### src/design/telemetry_frame_builder_crc8_assert.svh
// Assertion macros shared by the telemetry frame builder modules.
// Needs nothing else; included by the modules that carry assertions.
`ifndef TELEMETRY_FRAME_BUILDER_CRC8_ASSERT_SVH
`define TELEMETRY_FRAME_BUILDER_CRC8_ASSERT_SVH

// Same-cycle implication, disabled while reset is asserted.
`define TFB_ASSERT_NOW(label, clk, rst_n, ante, cons, msg) \
    label: assert property (@(posedge clk) disable iff (!(rst_n)) (ante) |-> (cons)) \
        else $error(msg);

// Next-cycle implication, disabled while reset is asserted.
`define TFB_ASSERT_NEXT(label, clk, rst_n, ante, cons, msg) \
    label: assert property (@(posedge clk) disable iff (!(rst_n)) (ante) |=> (cons)) \
        else $error(msg);

`endif

### src/design/tfb_crc8_pkg.sv
// Shared types, frame constants and the CRC-8 byte update for the frame builder.
// No dependencies; used by every module of the block.
package tfb_crc8_pkg;

    localparam int FRAME_LEN = 41;
    localparam int POS_W     = 6;
    localparam int PAYLOAD_BYTES = 24;

    localparam logic [7:0] MAGIC_A       = 8'h5A;
    localparam logic [7:0] MAGIC_B       = 8'hE1;
    localparam logic [7:0] FRAME_VERSION = 8'h01;
    localparam logic [7:0] CRC_POLY      = 8'h07;
    localparam logic [15:0] PAYLOAD_LEN  = 16'd28;
    localparam logic [9:0] ENERGY_SCALE  = 10'd1000;

    // Byte positions inside the frame.
    localparam logic [POS_W-1:0] POS_MAGIC_A   = 6'd0;
    localparam logic [POS_W-1:0] POS_MAGIC_B   = 6'd1;
    localparam logic [POS_W-1:0] POS_VERSION   = 6'd2;
    localparam logic [POS_W-1:0] POS_FLAGS     = 6'd3;
    localparam logic [POS_W-1:0] POS_ZERO      = 6'd4;
    localparam logic [POS_W-1:0] POS_MAC0      = 6'd5;
    localparam logic [POS_W-1:0] POS_MAC1      = 6'd6;
    localparam logic [POS_W-1:0] POS_MAC2      = 6'd7;
    localparam logic [POS_W-1:0] POS_MAC3      = 6'd8;
    localparam logic [POS_W-1:0] POS_MAC4      = 6'd9;
    localparam logic [POS_W-1:0] POS_MAC5      = 6'd10;
    localparam logic [POS_W-1:0] POS_LEN_LO    = 6'd11;
    localparam logic [POS_W-1:0] POS_LEN_HI    = 6'd12;
    localparam logic [POS_W-1:0] POS_PAYLOAD   = 6'd13;
    localparam logic [POS_W-1:0] POS_RSVD0     = 6'd37;
    localparam logic [POS_W-1:0] POS_RSVD1     = 6'd38;
    localparam logic [POS_W-1:0] POS_RSVD2     = 6'd39;
    localparam logic [POS_W-1:0] POS_CRC       = 6'd40;

    // One scaled sample as it waits between front and back.
    typedef struct packed {
        logic        relay_on;
        logic        relay_command;
        logic [15:0] voltage;
        logic [23:0] current;
        logic [23:0] power;
        logic [15:0] power_factor;
        logic [15:0] frequency;
        logic [63:0] energy;
        logic [31:0] uptime;
    } t_sample;

    typedef logic [PAYLOAD_BYTES-1:0][7:0] t_payload;

    // CRC-8, MSB first, no reflection, one byte per call.
    function automatic logic [7:0] crc8_byte(input logic [7:0] crc, input logic [7:0] data);
        logic [7:0] c;
        c = crc ^ data;
        for (int k = 0; k < 8; k++) begin
            if (c[7]) begin
                c = {c[6:0], 1'b0} ^ CRC_POLY;
            end else begin
                c = {c[6:0], 1'b0};
            end
        end
        return c;
    endfunction

endpackage

### src/design/tfb_crc8_front.sv
// Front end: registers an accepted sample and scales power and energy.
// Depends on tfb_crc8_pkg; feeds tfb_crc8_queue.
module tfb_crc8_front (
    input  logic                    i_clk,
    input  logic                    i_rst_n,
    input  logic                    i_valid,
    output logic                    o_ready,
    input  logic                    i_relay_on,
    input  logic                    i_relay_command,
    input  logic [15:0]             i_voltage_x10,
    input  logic [23:0]             i_current_milliamp,
    input  logic [20:0]             i_power_watts,
    input  logic [15:0]             i_power_factor_raw,
    input  logic [15:0]             i_frequency_x10,
    input  logic [30:0]             i_energy_kwh_x100,
    input  logic [31:0]             i_uptime_seconds,
    output logic                    o_push,
    input  logic                    i_push_ready,
    output tfb_crc8_pkg::t_sample   o_sample
);

    logic        r_valid;
    logic        r_relay_on;
    logic        r_relay_command;
    logic [15:0] r_voltage;
    logic [23:0] r_current;
    logic [20:0] r_power;
    logic [15:0] r_power_factor;
    logic [15:0] r_frequency;
    logic [30:0] r_energy;
    logic [31:0] r_uptime;

    logic [23:0] power_x10;
    logic [40:0] energy_x1000;
    logic        accept;

    assign o_ready = !r_valid || i_push_ready;
    assign accept  = i_valid && o_ready;
    assign o_push  = r_valid;

    // Times ten as 8x + 2x; the product wraps to 24 bits.
    assign power_x10    = {r_power, 3'b000} + 24'({r_power, 1'b0});
    assign energy_x1000 = 41'(r_energy) * 41'(tfb_crc8_pkg::ENERGY_SCALE);

    always_comb begin
        o_sample.relay_on      = r_relay_on;
        o_sample.relay_command = r_relay_command;
        o_sample.voltage       = r_voltage;
        o_sample.current       = r_current;
        o_sample.power         = power_x10;
        o_sample.power_factor  = r_power_factor;
        o_sample.frequency     = r_frequency;
        o_sample.energy        = 64'(energy_x1000);
        o_sample.uptime        = r_uptime;
    end

    always_ff @(posedge i_clk) begin
        if (!i_rst_n) begin
            r_valid <= 1'b0;
        end else if (accept) begin
            r_valid <= 1'b1;
        end else if (i_push_ready) begin
            r_valid <= 1'b0;
        end
    end

    always_ff @(posedge i_clk) begin
        if (accept) begin
            r_relay_on      <= i_relay_on;
            r_relay_command <= i_relay_command;
            r_voltage       <= i_voltage_x10;
            r_current       <= i_current_milliamp;
            r_power         <= i_power_watts;
            r_power_factor  <= i_power_factor_raw;
            r_frequency     <= i_frequency_x10;
            r_energy        <= i_energy_kwh_x100;
            r_uptime        <= i_uptime_seconds;
        end
    end

endmodule

### src/design/tfb_crc8_queue.sv
// Small FIFO of scaled samples between the front end and the serializer.
// Depends on tfb_crc8_pkg and the assertion macro header.
`include "telemetry_frame_builder_crc8_assert.svh"
module tfb_crc8_queue #(
    parameter int DEPTH = 2
) (
    input  logic                    i_clk,
    input  logic                    i_rst_n,
    input  logic                    i_push,
    output logic                    o_push_ready,
    input  tfb_crc8_pkg::t_sample   i_data,
    output logic                    o_valid,
    input  logic                    i_pop,
    output tfb_crc8_pkg::t_sample   o_data
);

    localparam int PTR_W = (DEPTH > 1) ? $clog2(DEPTH) : 1;
    localparam int CNT_W = $clog2(DEPTH + 1);

    tfb_crc8_pkg::t_sample r_mem [DEPTH];
    logic [PTR_W-1:0] r_wr_ptr;
    logic [PTR_W-1:0] r_rd_ptr;
    logic [CNT_W-1:0] r_count;
    logic [CNT_W-1:0] n_count;
    logic             do_push;
    logic             do_pop;

    assign o_push_ready = r_count != CNT_W'(DEPTH);
    assign o_valid      = r_count != '0;
    assign o_data       = r_mem[r_rd_ptr];
    assign do_push      = i_push && o_push_ready;
    assign do_pop       = i_pop && o_valid;

    always_comb begin
        n_count = r_count;
        if (do_push && !do_pop) begin
            n_count = r_count + 1'b1;
        end else if (do_pop && !do_push) begin
            n_count = r_count - 1'b1;
        end
    end

    always_ff @(posedge i_clk) begin
        if (!i_rst_n) begin
            r_wr_ptr <= '0;
            r_rd_ptr <= '0;
            r_count  <= '0;
        end else begin
            r_count <= n_count;
            if (do_push) begin
                r_wr_ptr <= (r_wr_ptr == PTR_W'(DEPTH - 1)) ? '0 : r_wr_ptr + 1'b1;
            end
            if (do_pop) begin
                r_rd_ptr <= (r_rd_ptr == PTR_W'(DEPTH - 1)) ? '0 : r_rd_ptr + 1'b1;
            end
        end
    end

    always_ff @(posedge i_clk) begin
        if (do_push) begin
            r_mem[r_wr_ptr] <= i_data;
        end
    end

    `TFB_ASSERT_NOW(a_count_bound, i_clk, i_rst_n, 1'b1, r_count <= CNT_W'(DEPTH), "queue count above depth")
    `TFB_ASSERT_NEXT(a_push_held, i_clk, i_rst_n, i_push && !o_push_ready, i_push && $stable(i_data), "front dropped a waiting word")
    `TFB_ASSERT_NOW(a_no_underflow, i_clk, i_rst_n, i_pop, r_count != '0, "serializer popped an empty queue")

endmodule

### src/design/tfb_crc8_back.sv
// Serializer: emits one frame word per cycle, while the output is not stalled, from a queued sample and the MAC,
// folding each word into the CRC. Depends on tfb_crc8_pkg and the macro header.
`include "telemetry_frame_builder_crc8_assert.svh"
module tfb_crc8_back (
    input  logic                    i_clk,
    input  logic                    i_rst_n,
    input  logic [47:0]             i_mac,
    input  logic                    i_q_valid,
    output logic                    o_q_pop,
    input  tfb_crc8_pkg::t_sample   i_q_data,
    output logic                    o_valid,
    input  logic                    i_ready,
    output logic [7:0]              o_frame_byte,
    output logic [5:0]              o_byte_index,
    output logic                    o_last_byte
);

    localparam int IDX_W = $clog2(tfb_crc8_pkg::PAYLOAD_BYTES);

    tfb_crc8_pkg::t_sample r_rec;
    logic                  r_busy;
    logic [tfb_crc8_pkg::POS_W-1:0] r_pos;
    logic [7:0]            r_crc;
    logic                  r_out_valid;
    logic [7:0]            r_out_byte;
    logic [5:0]            r_out_index;
    logic                  r_out_last;

    tfb_crc8_pkg::t_payload payload;
    logic [IDX_W-1:0]      payload_idx;
    logic [7:0]            flags;
    logic [7:0]            cur_byte;
    logic                  at_last;
    logic                  advance;

    assign advance = !r_out_valid || i_ready;
    assign at_last = r_pos == tfb_crc8_pkg::POS_CRC;
    assign o_q_pop = advance && (!r_busy || at_last) && i_q_valid;

    // Measurements in frame order, each little-endian, lowest word first.
    assign payload = {r_rec.uptime, r_rec.energy, r_rec.frequency, r_rec.power_factor,
                      r_rec.power, r_rec.current, r_rec.voltage};
    assign payload_idx = IDX_W'(r_pos - tfb_crc8_pkg::POS_PAYLOAD);
    assign flags = {4'b0000, r_rec.relay_command, 1'b1, r_rec.relay_on, 1'b1};

    always_comb begin
        case (r_pos)
            tfb_crc8_pkg::POS_MAGIC_A: cur_byte = tfb_crc8_pkg::MAGIC_A;
            tfb_crc8_pkg::POS_MAGIC_B: cur_byte = tfb_crc8_pkg::MAGIC_B;
            tfb_crc8_pkg::POS_VERSION: cur_byte = tfb_crc8_pkg::FRAME_VERSION;
            tfb_crc8_pkg::POS_FLAGS:   cur_byte = flags;
            tfb_crc8_pkg::POS_ZERO:    cur_byte = 8'h00;
            tfb_crc8_pkg::POS_MAC0:    cur_byte = i_mac[47:40];
            tfb_crc8_pkg::POS_MAC1:    cur_byte = i_mac[39:32];
            tfb_crc8_pkg::POS_MAC2:    cur_byte = i_mac[31:24];
            tfb_crc8_pkg::POS_MAC3:    cur_byte = i_mac[23:16];
            tfb_crc8_pkg::POS_MAC4:    cur_byte = i_mac[15:8];
            tfb_crc8_pkg::POS_MAC5:    cur_byte = i_mac[7:0];
            tfb_crc8_pkg::POS_LEN_LO:  cur_byte = tfb_crc8_pkg::PAYLOAD_LEN[7:0];
            tfb_crc8_pkg::POS_LEN_HI:  cur_byte = tfb_crc8_pkg::PAYLOAD_LEN[15:8];
            tfb_crc8_pkg::POS_RSVD0:   cur_byte = 8'h00;
            tfb_crc8_pkg::POS_RSVD1:   cur_byte = 8'h00;
            tfb_crc8_pkg::POS_RSVD2:   cur_byte = 8'h00;
            tfb_crc8_pkg::POS_CRC:     cur_byte = r_crc;
            default:                   cur_byte = payload[payload_idx];
        endcase
    end

    always_ff @(posedge i_clk) begin
        if (!i_rst_n) begin
            r_busy      <= 1'b0;
            r_pos       <= '0;
            r_crc       <= '0;
            r_out_valid <= 1'b0;
        end else if (advance) begin
            r_out_valid <= r_busy;
            if (r_busy) begin
                // The first word of a frame restarts the CRC from zero.
                r_crc <= tfb_crc8_pkg::crc8_byte(
                    (r_pos == tfb_crc8_pkg::POS_MAGIC_A) ? 8'h00 : r_crc, cur_byte);
                r_pos <= r_pos + 1'b1;
            end
            if (o_q_pop) begin
                r_busy <= 1'b1;
                r_pos  <= '0;
            end else if (r_busy && at_last) begin
                r_busy <= 1'b0;
                r_pos  <= '0;
            end
        end
    end

    always_ff @(posedge i_clk) begin
        if (o_q_pop) begin
            r_rec <= i_q_data;
        end
        if (advance && r_busy) begin
            r_out_byte  <= cur_byte;
            r_out_index <= r_pos;
            r_out_last  <= at_last;
        end
    end

    assign o_valid      = r_out_valid;
    assign o_frame_byte = r_out_byte;
    assign o_byte_index = r_out_index;
    assign o_last_byte  = r_out_last;

    `TFB_ASSERT_NOW(a_pos_bound, i_clk, i_rst_n, r_busy, r_pos <= tfb_crc8_pkg::POS_CRC, "frame position past the CRC word")
    `TFB_ASSERT_NOW(a_last_on_crc, i_clk, i_rst_n, o_valid, o_last_byte == (o_byte_index == tfb_crc8_pkg::POS_CRC), "last mark not on the CRC word")
    `TFB_ASSERT_NEXT(a_index_steps, i_clk, i_rst_n, o_valid && i_ready && !o_last_byte, o_valid && (o_byte_index == ($past(o_byte_index) + 6'd1)), "frame word missing or out of order")

endmodule

### src/design/telemetry_frame_builder_crc8.sv
// Telemetry frame builder: one sample in, a 41-word frame with CRC-8 out.
// Word 0 passes front register, queue and frame state to the output register.
// Frames go back to back; the serializer sends one word per cycle unless stalled.
// A queue of QUEUE_DEPTH samples lets the front take samples while a frame drains.
// Reset (synchronous, active low) empties the pipeline and clears the MAC to zero.
// Depends on tfb_crc8_pkg, tfb_crc8_front, tfb_crc8_queue and tfb_crc8_back.
module telemetry_frame_builder_crc8 #(
    parameter int QUEUE_DEPTH = 2
) (
    input  logic        i_clk,
    input  logic        i_rst_n,
    input  logic        i_cfg_valid,
    output logic        o_cfg_ready,
    input  logic [47:0] i_mac_address,
    input  logic        i_valid,
    output logic        o_ready,
    input  logic        i_relay_on,
    input  logic        i_relay_command,
    input  logic [15:0] i_voltage_x10,
    input  logic [23:0] i_current_milliamp,
    input  logic [20:0] i_power_watts,
    input  logic [15:0] i_power_factor_raw,
    input  logic [15:0] i_frequency_x10,
    input  logic [30:0] i_energy_kwh_x100,
    input  logic [31:0] i_uptime_seconds,
    output logic        o_valid,
    input  logic        i_ready,
    output logic [7:0]  o_frame_byte,
    output logic [5:0]  o_byte_index,
    output logic        o_last_byte
);

    logic [47:0]           r_mac;
    logic                  push;
    logic                  push_ready;
    tfb_crc8_pkg::t_sample push_data;
    logic                  q_valid;
    logic                  q_pop;
    tfb_crc8_pkg::t_sample q_data;

    assign o_cfg_ready = 1'b1;

    always_ff @(posedge i_clk) begin
        if (!i_rst_n) begin
            r_mac <= '0;
        end else if (i_cfg_valid) begin
            r_mac <= i_mac_address;
        end
    end

    tfb_crc8_front u_front (
        .i_clk              (i_clk),
        .i_rst_n            (i_rst_n),
        .i_valid            (i_valid),
        .o_ready            (o_ready),
        .i_relay_on         (i_relay_on),
        .i_relay_command    (i_relay_command),
        .i_voltage_x10      (i_voltage_x10),
        .i_current_milliamp (i_current_milliamp),
        .i_power_watts      (i_power_watts),
        .i_power_factor_raw (i_power_factor_raw),
        .i_frequency_x10    (i_frequency_x10),
        .i_energy_kwh_x100  (i_energy_kwh_x100),
        .i_uptime_seconds   (i_uptime_seconds),
        .o_push             (push),
        .i_push_ready       (push_ready),
        .o_sample           (push_data)
    );

    tfb_crc8_queue #(
        .DEPTH (QUEUE_DEPTH)
    ) u_queue (
        .i_clk        (i_clk),
        .i_rst_n      (i_rst_n),
        .i_push       (push),
        .o_push_ready (push_ready),
        .i_data       (push_data),
        .o_valid      (q_valid),
        .i_pop        (q_pop),
        .o_data       (q_data)
    );

    tfb_crc8_back u_back (
        .i_clk        (i_clk),
        .i_rst_n      (i_rst_n),
        .i_mac        (r_mac),
        .i_q_valid    (q_valid),
        .o_q_pop      (q_pop),
        .i_q_data     (q_data),
        .o_valid      (o_valid),
        .i_ready      (i_ready),
        .o_frame_byte (o_frame_byte),
        .o_byte_index (o_byte_index),
        .o_last_byte  (o_last_byte)
    );

endmodule
### config.mk
export PLATFORM = sky130hd
export DESIGN_NAME = telemetry_frame_builder_crc8
export DESIGN_NICKNAME = d
export VERILOG_FILES = /design/src/design/tfb_crc8_pkg.sv /design/src/design/tfb_crc8_front.sv /design/src/design/tfb_crc8_queue.sv /design/src/design/tfb_crc8_back.sv /design/src/design/telemetry_frame_builder_crc8.sv
export VERILOG_INCLUDE_DIRS = /design/src /design/src/design
export SDC_FILE = /design/constraint.sdc
export NUM_CORES = 1
export LEC_CHECK = 0
export BUFFER_PORTS_ARGS = -buffer_cell sky130_fd_sc_hd__buf_4
export CAP_MARGIN = 20
export CORE_UTILIZATION = 61
export CTS_CLUSTER_DIAMETER = 100
export CTS_CLUSTER_SIZE = 20
export DETAILED_ROUTE_END_ITERATION = 7
export PLACE_DENSITY = 0.8
export SLEW_MARGIN = 20
export SYNTH_ARGS = -nofsm -noshare
export SYNTH_HDL_FRONTEND = slang
export SYNTH_SLANG_ARGS = --single-unit
### constraint.sdc
create_clock -name i_clk -period 12 [get_ports i_clk]
set_clock_uncertainty 0.05 [all_clocks]
set_input_delay 0.6 -clock i_clk [delete_from_list [all_inputs] [get_ports i_clk]]
set_output_delay 0.6 -clock i_clk [all_outputs]
set_load 0.1 [all_outputs]
* Yosys cells after proc, flatten, opt, wreduce, memory -nomap -nowiden
Memory sizes are Yosys's and may differ from the RTL's. A register that Yosys moved wholly into a read port is not among the register bits. Cells that the tools add are included.
Storage, ports and cells: bits in registers 306, bits in latches 0, bits in writable memories 336, memory bits (read-only) 0, bits of input ports 211, output and inout bits 18, logic and storage cells 131, memories 1
Memory list:
- u_queue.r_mem | words 2, width 168, read ports 1, clocked after memory_dff 1, write ports 1, line tfb_crc8_queue.sv:20 | tfb_crc8_pkg::t_sample r_mem [DEPTH];
Operators by class: $add $sub $neg 7, multiply operators 1, div/mod/pow operators 0, magnitude comparators 1, eq/ne operators 17, shift-type cells 0, multiplexer cells 46, bitwise logic cells 9, reduce and logical (&&, ||, !) cells 27
Operator list (number):
- 8-bit 2-to-1 mux | 23
- 8-bit one-hot mux with 13 select lines | 1
- 8-bit binary-select mux with 5-bit select | 1
- 31-bit by 7-bit multiplier with 38-bit output (second input constant) | 1
- 6-bit by 4-bit == test with 1-bit output (second input constant) | 5
- 24-bit by 22-bit adder with 24-bit output | 1
- 6-bit by 3-bit == test with 1-bit output (second input constant) | 4
- 6-bit == test (second input constant) | 4
- 3-bit 2-to-1 mux | 8
- 3-bit inverter | 8
- 6-bit 2-to-1 mux | 3
- 6-bit by 2-bit == test with 1-bit output (second input constant) | 2
- 1-bit logical AND | 9
- 1-bit 2-to-1 mux | 8
- 2-bit nonzero test | 4
- 8-bit XOR | 1
- 6-bit by 1-bit adder with 6-bit output (second input constant) | 1
- 6-bit by 1-bit == test with 1-bit output (second input constant) | 1
- 6-bit logical NOT | 1
- 5-bit by 6-bit < comparator with 1-bit output (second input constant) | 1
- 2-bit AND reduction | 3
- 1-bit logical NOT | 5
- 5-bit OR reduction | 1
- 5-bit by 4-bit subtractor with 5-bit output (second input constant) | 1
- other kinds (7) | 11

* Logic depth before layout (Yosys ltp)
Gate-level depths: netlist (run 1).
depth after elaboration 42, mapped depth 19, depth with buffers taken out 18

* By module
From an unflattened synthesis (run 1), not the netlist that was laid out.
Second synthesis, totals: cells, all modules 2289, area, all modules 37980.2 um2
By module, submodules not included:
- tfb_crc8_queue | instances 1, cells an instance 628, area an instance 14911.8 um2, seq. area each 11751.3 um2
- tfb_crc8_front | instances 1, cells an instance 930, area an instance 11454.7 um2, seq. area each 4764.6 um2
- tfb_crc8_back | instances 1, cells an instance 574, area an instance 9756.9 um2, seq. area each 6596.3 um2
- telemetry_frame_builder_crc8 | instances 1, cells an instance 157, area an instance 1856.8 um2, seq. area each 960.9 um2

* Least setup slack after synthesis (run 1)
OpenSTA, ideal clock, no wires.
kind reg2reg, start point register u_queue.r_count[0], end point memory u_queue.r_mem[0][0] (netlist name), enable pin, library setup time 0.697 ns, data arrival time 7.561 ns, required time 11.253 ns, slack 3.692 ns, cell stages (with the launch flop) 4, path buffers 0, clock period less this slack 8.308 ns, cell sequence dfxtp_1 -> nand2b_1 -> nand2_1 -> nor2_1
Between the ends: longest elaborated chain between the ends 4
RTL lines:
- start: declaration | line tfb_crc8_queue.sv:23 | logic [CNT_W-1:0] r_count;
- start signal: assignment | line tfb_crc8_queue.sv:49 | r_count <= n_count;
- 2-bit != test | line tfb_crc8_queue.sv:28 | assign o_push_ready = r_count != CNT_W'(DEPTH);
- 1-bit logical AND | line tfb_crc8_queue.sv:31 | assign do_push = i_push && o_push_ready;
- 1-bit 2-to-1 mux | line tfb_crc8_queue.sv:60 | if (do_push) begin
- 1-bit 2-to-1 mux (not written as such) | line tfb_crc8_queue.sv:61 | r_mem[r_wr_ptr] <= i_data;
- end: declaration | line tfb_crc8_queue.sv:20
No other way between the ends.

==> impl_metrics.csv, run 1 <==
group,metric,value,unit
finish,multiInputGateArea,10800,µm²
timing,final.min_clock_period,5.54,ns
worst_setup_path,rrSetupSlack,6.46,ns
global_routing,grt_pass1_wl,98800,µm
clock_network,cts.sinks,743,
global_routing,grt_overflow,0,
yosys,yosys_warnings,0,
yosys,synth_edf_count,674,
yosys,syn-cell-area,33500,µm²
power_and_ir_drop,vdd_drop_max,154,µV
clock_network,ctsResizeCount,0,
worst_setup_path,r2r-start,"u_front.r_energy[0]",
yosys,syn_nets,2522,
finish,design_area,37200,µm²
worst_setup_path,cp.arrival,5.83,ns
floorplanning,die_x,236,µm
global_routing,grt_max_degree,99,
yosys,ys_ff_latch,743,
floorplanning,die_area,55900,µm²
outcome,status,"completed",
hold_path,holdPathEnd,"u_front.r_power_factor[1]",
clock_network,cts_root_buf,"clkbuf_16",
routing,routedWlPerCell,21.0,µm
clock_network,cts_tree,"yes",
yosys,synthFlopType,"edfxtp_1",
place,place_congestion,0.922,
place,post_dp_cell_area,35900,µm²
yosys,synth_cell_types,83,
timing,tightest_slew,1.09,ns
worst_setup_path,crit_required,12.29,ns
finish,syn2layout_area_growth,11.1,%
routing,wl,63800,µm
timing,rsz0062_at_grt,"no",
global_routing,antenna_found_initial,0,
hold_path,whs_path_depth,1,
timing,drv_slew,0,
finish,layout.nets,2743,
clock_network,clkTransAtPathRegs,0.08,ns
yosys,synth.avg_cell_area,16.0,µm²
routing,num_vias,17400,
worst_setup_path,path_max_fanout,6,
power_and_ir_drop,power_density,241,nW/µm²
yosys,syn_inst,2088,
finish,seq_area,21600,µm²
hold_path,holdCritStartpoint,"i_power_factor_raw[1]",
place,hpwl,44500,µm
run,max_cap_viol_count,0,
routing,drtAntennaViolNets,0,
yosys,yosysSeqAreaShare,64.5,%
clock_network,clkLatencyLatePin,0.62,ns
clock_network,clk_path_buf_depth,3,
routing,drt_iter0_markers,1114,
worst_setup_path,rr_worst_depth,15,
clock_network,cts_hold_buf,0,
worst_setup_path,r2r-end,"u_queue.r_mem[1][68]",
clock_network,htree_levels,2,
yosys,async_reset_ff_share,0,%
worst_setup_path,endpoint_kind,"flop",
timing,fin_tns_setup,0,ns
routing,route.detailed.drc,0,
timing,maxSlewHeadroom,27.3,%
power_and_ir_drop,power.leakage,13.8,nW
floorplanning,rows,85,
finish,layout_common_cells,"edfxtp_1, buf_4, inv_1, mux2_2, fa_1",
floorplanning,start_util,62.0,%
routing,viasPerCell,5.73,
floorplanning,pin_count,229,
routing,drtPass1Iterations,7,
finish,drive_gt1_share,22.5,%
timing,fmax,180,MHz
floorplanning,core_area,54000,µm²
clock_network,numCtsBuffers,45,
global_routing,grt_pass1_vias,18100,
worst_setup_path,crit_type,"flop to flop",
global_routing,grt_usage,23.2,%
finish,nFillCells,3534,
place,io_buffers,227,
power_and_ir_drop,finalPower,8.99,mW
floorplanning,die_h,236,µm
hold_path,holdCritPathClass,"input port to flop",
finish,layout_commonest_cell,"edfxtp_1",
worst_setup_path,startpoint_type,"flop",
finish,antenna_cells,0,
clock_network,cts_setup_buffers,0,
timing,period_share,46.2,%
timing,setup_viol,0,
timing,hold_viol_final,0,
-- sequential cells by signal, indices dropped and copies added, names as in the netlist, 2 cells and up --
signal and flops:
u_queue.r_mem 334, u_back.o_frame_byte 8, u_front.r_energy 31, u_back.r_crc 8
u_back.o_byte_index 6, r_mac 48, u_front.r_uptime 32, u_queue.r_count 2
u_front.r_power_factor 16, u_front.r_power 21, u_front.r_current 24, u_front.r_frequency 16
u_back.payload 165, u_back.r_pos 6, u_back.flags 2, u_front.r_voltage 16
-- worst max-delay path by stage --
stage                                    from  slack [ns]                    to
after CTS                 u_front.r_energy[0]        6.48  u_queue.r_mem[1][68]
after global routing      u_front.r_energy[0]        6.09  u_queue.r_mem[1][68]
final                     u_front.r_energy[0]        6.46  u_queue.r_mem[1][68]
after global placement    u_front.r_energy[0]        6.58  u_queue.r_mem[0][63]
after detailed placement  u_front.r_energy[0]        6.50  u_queue.r_mem[0][63]
after floorplan            u_queue.r_count[0]        3.69   u_queue.r_mem[0][0]
-- metrics by stage --
step	hold slack, ns	setup slack [ns]	util, %	cells
finish	0.102	6.46	68.9	3032
floorplan	0.353	3.69	-	2088
global route	0.0732	6.09	68.9	3032
CTS	0.0640	6.48	68.9	3031
detailed placement	0.380	6.50	66.4	2957
global placement	0.374	6.58	66.4	2957
-- synthesized netlist by cell type, types with 14 or more instances --
library cell    n  area [µm²]
nor2b_1        59         369
a21oi_1        53         265
dfxtp_1        69        1380
mux2i_1        53         531
fa_1          115        2300
nand3_1        49         245
clkbuf_1       41         154
nand2_1        81         304
ha_1          108        1350
xnor2_1        47         412
nor2_1         45         169
mux4_2         30         676
o21ai_0        33         165
inv_1         189         709
nor3_1         18        90.1
a21o_1         14         105
mux2_2        168        1890
edfxtp_1      674       20200
xor2_1         28         245
-- critical path, cell delays in order (launching register included) --
cell      delay (ns)
edfxtp_1        0.50
fa_1            0.59
inv_1           0.06
fa_1            0.45
fa_1            0.51
fa_1            0.49
inv_1           0.04
ha_1            0.21
or2_2           0.33
o311ai_0        0.40
nor3_1          0.10
nor3_1          0.57
a21oi_1         0.21
nor2_1          0.20
a21oi_1         0.11
o311ai_0        0.48
-- cell families after synthesis --
| kind of cell | share of synthesized area (%) |
|---|---|
| compound gates | 4.18 |
| xor+xnor | 2.25 |
| fa+ha+maj | 10.9 |
| buf+inv | 3.17 |
| flops | 64.5 |
| mux | 9.95 |
| other cells | 0.0112 |
| simple gates | 5.00 |
-- report_power, final --
| part | internal, mW | switching, mW | leakage [nW] |
|---|---|---|---|
| clock network | 0.713 | 0.817 | 0.639 |
| logic | 1.41 | 2.16 | 6.28 |
| registers | 3.69 | 0.195 | 6.88 |
| total | 5.82 | 3.17 | 13.8 |
-- per-layer routing --
layer	global-route usage (%)	up-vias	share of wire, %
li1	-	8103	-
met1	29.9	8675	41
met2	40.2	490	51
met3	4.00	94	5.6
met4	7.06	0	2.6
met5	0	-	0
-- layout make-up --
| type | instances | share of cell area (%) |
|---|---|---|
| flip-flops and latches | 743 | 58.1 |
| clock inverters | 10 | 0.376 |
| inverters | 190 | 1.93 |
| well taps | 696 | 2.34 |
| multi-input cells | 1088 | 29.1 |
| repair buffers | 241 | 4.89 |
| clock buffers | 64 | 3.22 |
Note: power is estimated with default switching activity, not from simulation.
==> run 2: changes to the inputs <==
==> constraint.sdc (replaced) <==
create_clock -name i_clk -period 5.5 [get_ports i_clk]
set_clock_uncertainty 0.05 [all_clocks]
set_input_delay 0.275 -clock i_clk [delete_from_list [all_inputs] [get_ports i_clk]]
set_output_delay 0.275 -clock i_clk [all_outputs]
set_load 0.1 [all_outputs]
==> run 2 against run 1 <==
Routed wire length rose by 9.7%. Register-to-register slack got worse by 6.2 ns. Die area did not move. Global-route usage rose by 2.0 points. Critical path type unchanged. Largest cell class unchanged.
==> impl_metrics.csv, run 2 (synthesis results as in run 1) <==
group,metric,value,unit
outcome,status,"completed",
timing,finalWorstSetupSlack,0.228,ns
run,max_cap_viol_count,0,
worst_setup_path,worst-path-buf-inv,2,
worst_setup_path,crit_required,5.78,ns
global_routing,grt_busiest_layer,"met2",
clock_network,htree_levels,2,
clock_network,cts.sinks,743,
global_routing,grt_usage,25.2,%
place,hpwl,44400,µm
global_routing,grt_pass1_wl,107000,µm
finish,layout_common_cells,"edfxtp_1, buf_4, dlygate4sd3_1, inv_1, mux2_2",
global_routing,grt_pass1_vias,19300,
clock_network,clkLatencyLatePin,0.60,ns
routing,viasPerCell,5.69,
finish,syn2layout_area_growth,17.3,%
hold_path,whs_path_depth,2,
power_and_ir_drop,power.leakage,14.7,nW
global_routing,grt_max_degree,150,
global_routing,grtUsageMet2,44.9,%
finish,layout.nets,2953,
finish,regMostFlops,"u_queue.r_mem",
worst_setup_path,startpoint_type,"flop",
global_routing,met3_usage,3.10,%
timing,hold_viol_final,0,
routing,drt_iter0_markers,1458,
finish,largest_reg_flops,334,
finish,nFillCells,3198,
worst_setup_path,path_delay_family,"adder cells",
global_routing,grt_overflow,0,
timing,tightest_slew,1.11,ns
floorplanning,start_util,62.0,%
timing,fmax,190,MHz
clock_network,cts_tree,"yes",
global_routing,met1_usage,32.6,%
routing,drtAntennaViolNets,0,
clock_network,clkTransAtPathRegs,0.08,ns
routing,drtPass1Iterations,8,
worst_setup_path,slowest_delay,0.60,ns
worst_setup_path,path_cells,"fa_1, inv_1, fa_1, fa_1, fa_1, inv_1, ha_1, and2_1, a311oi_1, o21bai_1, o21ai_1, o221ai_1, a2111o_1, a31o_2, a21oi_1, xnor2_1",
timing,maxSlewHeadroom,26.1,%
floorplanning,die_area,55900,µm²
finish,layout_commonest_cell,"edfxtp_1",
floorplanning,die_h,236,µm
power_and_ir_drop,finalPower,19.8,mW
worst_setup_path,crit_type,"flop to flop",
worst_setup_path,r2r-end,"u_queue.r_mem[1][63]",
global_routing,antenna_found_initial,2,
worst_setup_path,path_max_fanout,6,
hold_path,holdPathEnd,"u_back.r_pos[0]",
timing,period_share,95.8,%
timing,final.min_clock_period,5.27,ns
clock_network,numCtsBuffers,43,
clock_network,clk_path_buf_depth,3,
finish,drive_gt1_share,20.7,%
routing,num_vias,18400,
finish,utilization,72.8,%
floorplanning,die_x,236,µm
place,post_dp_cell_area,35900,µm²
worst_setup_path,slowest_stage,"fa_1",
hold_path,holdCritStartpoint,"i_rst_n",
routing,routedWlPerCell,21.6,µm
power_and_ir_drop,vdd_drop_max,371,µV
worst_setup_path,cp.arrival,5.55,ns
clock_network,cts_root_buf,"clkbuf_16",
worst_setup_path,crit_start,"u_front.r_energy[0]",
place,place_congestion,0.926,
finish,design_area,39300,µm²
hold_path,holdCritPathClass,"input port to flop",
timing,setup_viol,0,
floorplanning,pin_count,229,
worst_setup_path,cp_common_cell,"fa_1",
routing,route.detailed.drc,0,
worst_setup_path,r2r-start,"u_front.r_energy[0]",
power_and_ir_drop,power_density,505,nW/µm²
timing,drv_slew,0,
floorplanning,core_area,54000,µm²
routing,wl,69900,µm
worst_setup_path,rrSetupSlack,0.23,ns
place,io_buffers,227,
worst_setup_path,rr_worst_depth,16,
timing,rsz0062_at_grt,"no",
place,dp_slack,0.142,ns
worst_setup_path,endpoint_kind,"flop",
floorplanning,rows,85,
timing,fin_tns_setup,0,ns
==> run 2: area by class of cell <==
| cell class | count | area [µm²] | area share, % |
|---|---|---|---|
| diodes | 3 | 7.51 | 0.0191 |
| inverters | 190 | 717 | 1.82 |
| flip-flops and latches | 743 | 21600 | 55.0 |
| clock buffers | 63 | 1160 | 2.95 |
| repair buffers | 453 | 4000 | 10.2 |
| clock inverters | 5 | 76.3 | 0.194 |
| well taps | 696 | 871 | 2.22 |
| multi-input cells | 1088 | 10800 | 27.6 |
==> run 2: layer usage <==
layer	wire, µm	part of all wire (%)
met4	1510	2.2
met1	28300	40
met2	36500	52
met3	3630	5.2
met5	17	0.024
==> run 2: how the worst max path moves through the flow <==
stage | end | slack, ns | cells after the start
5_1_grt | u_queue.r_mem[1][63] | 0.001 | 16
4_1_cts | u_queue.r_mem[1][63] | 0.1 | 16
6_report | u_queue.r_mem[1][63] | 0.23 | 16
3_3_place_gp | u_queue.r_mem[0][63] | 0.22 | 16
3_5_place_dp | u_queue.r_mem[0][63] | 0.14 | 16
2_1_floorplan | u_queue.r_mem[0][0] | 0.03 | 3
==> run 2: power breakdown <==
group	internal [mW]	switching, mW	leakage [nW]
logic	3.25	4.81	7.18
clock network	1.53	1.76	0.596
registers	8.05	0.431	6.88
total	12.8	7.01	14.7
==> run 2: repair_timing <==
item / CTS / global route
buffers inserted: 0 / 4
resized for setup: 0 / 4
hold buffers: 208 / 0
endpoints found under the hold margin: 208 / 0
endpoints found under the setup margin: 0 / 6
==> run 2: through the flow <==
step | hold slack (ns) | std cells
after floorplan | 0.324 | 2088
after global placement | 0.374 | 2957
after detailed placement | 0.379 | 2957
after CTS | 0.131 | 3233
after global routing | 0.162 | 3238
final | 0.169 | 3241
